**src/rtl/mergeable_bloom_filter_core_defines.svh**
```systemverilog
// assertion macros for the bloom filter core
// used by the top level only, needs clk and rst in scope
`ifndef MERGEABLE_BLOOM_FILTER_CORE_DEFINES_SVH
`define MERGEABLE_BLOOM_FILTER_CORE_DEFINES_SVH

// same-cycle implication checked on every clock edge out of reset
`define MBF_ASSERT_IMPL(label, ante, cons) \
  label: assert property (@(posedge clk) disable iff (rst) (ante) |-> (cons)) \
    else $error("bloom filter core check failed");

// next-cycle implication checked on every clock edge out of reset
`define MBF_ASSERT_NEXT(label, ante, cons) \
  label: assert property (@(posedge clk) disable iff (rst) (ante) |=> (cons)) \
    else $error("bloom filter core check failed");

`endif

```
**src/rtl/mbf_pkg.sv**
```systemverilog
// shared constants and op codes for the bloom filter core
// no dependencies
package mbf_pkg;

  localparam int MAX_WORDS = 1024;
  localparam int WORD_W    = 64;
  localparam int WORD_AW   = $clog2(MAX_WORDS);
  localparam int BIT_AW    = $clog2(WORD_W);
  localparam int POS_W     = WORD_AW + BIT_AW;      // bit position in the store
  localparam int DIV_W     = POS_W + 1;             // bit count, up to MAX_WORDS*64
  localparam int HASH_W    = 32;
  localparam int ROT_RIGHT = 17;
  localparam int ROT_LEFT  = 15;
  localparam int BYTES_W   = 14;
  localparam int PROBES_W  = 5;
  localparam int PROBE_LIMIT = 30;
  localparam int CAP_BYTES = MAX_WORDS * 8;

  // modulo unit retires this many dividend bits per cycle
  localparam int MOD_BITS_PER_STEP = 4;
  localparam int MOD_STEPS = HASH_W / MOD_BITS_PER_STEP;
  localparam int MOD_CNT_W = $clog2(MOD_STEPS);

  localparam logic [1:0] OP_INSERT = 2'd0;
  localparam logic [1:0] OP_QUERY  = 2'd1;
  localparam logic [1:0] OP_MERGE  = 2'd2;

  localparam logic REG_FILTER_BYTES = 1'b0;
  localparam logic REG_NUM_PROBES   = 1'b1;

  localparam logic [BYTES_W-1:0]  FILTER_BYTES_RESET = BYTES_W'(8192);
  localparam logic [PROBES_W-1:0] NUM_PROBES_RESET   = PROBES_W'(6);

endpackage

```
**src/rtl/mbf_mod.sv**
```systemverilog
// iterative remainder unit: dividend mod divisor, MOD_BITS_PER_STEP bits per cycle
// depends on mbf_pkg
module mbf_mod (
  input  logic                        clk,
  input  logic                        rst,
  input  logic                        start,
  input  logic [mbf_pkg::HASH_W-1:0]  dividend,
  input  logic [mbf_pkg::DIV_W-1:0]   divisor,
  output logic                        done,
  output logic [mbf_pkg::POS_W-1:0]   rem
);
  import mbf_pkg::*;

  logic                  busy;
  logic [MOD_CNT_W-1:0]  cnt;
  logic [HASH_W-1:0]     quo;
  logic [DIV_W-1:0]      dv;
  logic [POS_W-1:0]      r;
  logic [POS_W-1:0]      r_next;

  // restoring steps, remainder stays below the divisor
  always_comb begin
    logic [DIV_W-1:0] t;
    logic [POS_W-1:0] rr;
    rr = r;
    for (int i = 0; i < MOD_BITS_PER_STEP; i++) begin
      t = {rr, quo[HASH_W-1-i]};
      if (t >= dv) begin
        rr = POS_W'(t - dv);
      end else begin
        rr = t[POS_W-1:0];
      end
    end
    r_next = rr;
  end

  always_ff @(posedge clk) begin
    if (rst) begin
      busy <= 1'b0;
      done <= 1'b0;
      cnt  <= '0;
    end else begin
      done <= 1'b0;
      if (start) begin
        busy <= 1'b1;
        cnt  <= '0;
      end else if (busy) begin
        cnt <= cnt + 1'b1;
        if (cnt == MOD_CNT_W'(MOD_STEPS - 1)) begin
          busy <= 1'b0;
          done <= 1'b1;
        end
      end
    end
  end

  always_ff @(posedge clk) begin
    if (start) begin
      quo <= dividend;
      dv  <= divisor;
      r   <= '0;
    end else if (busy) begin
      quo <= quo << MOD_BITS_PER_STEP;
      r   <= r_next;
    end
  end

  assign rem = r;

endmodule

```
**config.mk**
```make
export PLATFORM = sky130hd
export DESIGN_NAME = mbf_mod
export DESIGN_NICKNAME = d
export VERILOG_FILES = /design/src/rtl/mergeable_bloom_filter_core_defines.svh /design/src/rtl/mbf_pkg.sv /design/src/rtl/mbf_mod.sv
export SDC_FILE = /design/constraint.sdc
export NUM_CORES = 1
export LEC_CHECK = 0
export BUFFER_PORTS_ARGS = -buffer_cell sky130_fd_sc_hd__buf_2
export CAP_MARGIN = 40
export CORE_MARGIN = 4
export CORE_UTILIZATION = 50
export DETAILED_ROUTE_END_ITERATION = 8
export PLACE_DENSITY = 0.74
export REMOVE_ABC_BUFFERS = 1
export SYNTH_ARGS = -nofsm -noshare
export SYNTH_HDL_FRONTEND = slang
export SYNTH_SLANG_ARGS = --single-unit
```
**constraint.sdc**
```tcl
create_clock -name clk -period 8.7 [get_ports clk]
set_input_delay 0.435 -clock clk [delete_from_list [all_inputs] [get_ports clk]]
set_output_delay 0.435 -clock clk [all_outputs]
set_load 0.005 [all_outputs]
```
==> reports/qor.csv <==
stage,metric,value,unit
layout,ANT cells,0,
sta,Fmax,118,MHz
clock_network,CTS Sinks,70,
yosys,Syn Inst Count,746,
yosys,Synth top cells by count,"ha_1, nor2_1, nand2_1",
layout,layout cells sized above 1,27.8,%
critical_path,reg2reg path depth,33,
worst_hold_path,Hold Path Class,in2reg,
layout,Nets,992,
sta,Tmin final,8.45,ns
critical_path,crit path launch type,flop,
global_route,vias in the first global route,6228,
placement,IO Port Bufs,68,
sta,Slew Limit Fails,0,
floorplan,die width,123,um
yosys,post-synth top area cell,edfxtp_1,
floorplan,Starting Density,51.9,%
clock_network,"Reg clk slew, reported paths",0.06,ns
clock_network,clk root buf,clkbuf_16,
sta,worst-margin pin slew,0.804,ns
clock_network,H-tree levels,3,
critical_path,crit path DAT,8.67,ns
yosys,"Seq/Total Area, Yosys",28.4,%
yosys,"EDFF count, synth",49,
yosys,"Primary FF master, synth",edfxtp_1,
placement,DP Wirelength,15900,um
yosys,post-synthesis cell area,0.00665,sq mm
yosys,Syn. warnings,0,
global_route,GRT overflow,0,
clock_network,insertion delay to the later sink of the worst-skew pair,0.34,ns
worst_hold_path,Cells on Worst Hold Path,1,
clock_network,CTS Buf Count,9,
critical_path,Worst path slowest cell,or4b_1,
critical_path,Crit. End Element,flop,
yosys,largest cells by area after synthesis,"edfxtp_1, ha_1, mux2_2, dfxtp_1, xnor2_1",
flow_run,max-capacitance violation count,0,
yosys,Async SR Flop Fraction,0,%
yosys,post-synthesis register bit count,70,
drt,"antenna viol nets, final",0,
drt,First DRT Iteration DRCs,623,
placement,Post-Place Worst Slack,-0.314,ns
sta,WHS,0.269,ns
sta,period utilization,97.1,%
yosys,library cells used by synthesis,73,
drt,Routed WL,20300,um
floorplan,Die Y-Extent,123,um
floorplan,io pins,69,
sta,Rel. slew slack,46.4,%
placement,GPL Wtd Cong,1.00,
floorplan,die area,0.0152,sq mm
drt,routed len/inst,19.5,um
global_route,pin count of the biggest net entering global routing,69,
drt,1st-pass router iterations,5,
global_route,initial antenna violation count,0,
clock_network,clock buffer depth,2,
floorplan,row count,41,
sta,Final Hold Viols,0,
clock_network,cts hold-fix bufs,0,
clock_network,CTS tree,done,
drt,# DRC,0,
global_route,first-pass GRT wire length,31100,um
critical_path,worst path required time,8.93,ns
yosys,share of the synthesized area in the top cell type,22.1,%
drt,vias,6456,
sta,Setup-failing EPs final,0,
critical_path,CP peak stage delay,0.49,ns
outcome,status,finished clean,
sta,setup_tns,0,ns
layout,"Area growth, synth to finish",23.2,%
yosys,Mapped Avg Cell Area,8.92,sq um
floorplan,core area,0.0128,sq mm
global_route,gr usage total,26.5,%
critical_path,Worst Path Max Fanout,12,
yosys,"count leader, synth",ha_1,
critical_path,Crit Path Class,reg2reg,
sta,PnR worst setup slack,0.254,ns
sta,Clock Skew,0.00811,ns
drt,post-DR vias/cell,6.20,
## repair_timing
item	in CTS	in global routing
resized for setup	9	54
pin swaps	1	7
cloned	0	1
setup buffers	1	7
endpoints found under the setup margin	16	16
## final timing paths
kind	to	startpoint	slack, ns
max reg2reg	rem[14]$_SDFFE_PP0P_	dv[13]$_DFFE_PP_	0.25
min reg2reg	quo[12]$_DFFE_PP_	quo[8]$_DFFE_PP_	0.54
max	rem[14]$_SDFFE_PP0P_	dv[13]$_DFFE_PP_	0.25
min	dv[7]$_DFFE_PP_	divisor[7]	0.27
## metrics by stage
stage	area, sq um	cells	util, %
3_5_place_dp	7510	1018	58.6
4_1_cts	7840	1034	61.2
3_3_place_gp	7490	1017	58.4
5_1_grt	8190	1042	63.9
2_1_floorplan	6530	724	-
6_report	8190	1042	63.9
## metal layers
layer  vias to the layer above  track usage [%]  part of all wire, %
met1                      3067             34.2                   41
met3                        44             6.95                  9.5
met5                         -                0                    0
met4                         0             8.58                  2.7
met2                       285             43.4                   47
li1                       3060                -                    -
## placed cells by master, fill, tap and decap left out, drive strengths merged, types with 7 or more instances in the layout
cell type,n
a211oi,11
a21o,16
a21oi,43
a311oi,8
buf,130
clkbuf,9
dfxtp,21
edfxtp,49
ha,70
inv,48
mux2,38
mux2i,10
nand2,58
nand2b,7
nand3,10
nand4,8
nor2,61
nor2b,11
nor3,29
o211ai,8
o21a,23
o21ai,45
or3,7
xnor2,28
xor2,13
## flip-flops by register name (all words and copies together) (netlist names)
name	flops
busy	1
cnt	3
done	1
dv	17
quo	32
rem	16
## cell families after synthesis
family / synth area share [%]
DFF: 28.4
xor gates and xnor gates: 5.40
adders and majority gates: 14.4
and+or+nand+nor: 16.4
muxes: 7.94
buffers and inverters: 4.50
AOI/OAI and AO/OA: 23.0
## area by class of cell
cell class                 instances  area (sq um)
fill                            1080          4630
tap                              172           215
sequential                        70          1890
multi-input combinational        606          4760
clock inverter                     6          63.8
timing repair buffer             131           853
inverter                          48           180
clock buffer                       9           225
## worst max-delay path: cells and delay by family (launching register included)
family / cells / cell delay, ns
adders and majority gates: 4 / 1.21
AOI/OAI and AO/OA: 16 / 4.25
DFF: 1 / 0.36
muxes: 1 / 0.21
buffers and inverters: 3 / 0.45
and+or+nand+nor: 9 / 1.85
Power is left out: the tool's default activity adds up to more than one toggle a clock period on the data nets, which glitch-free logic cannot reach.
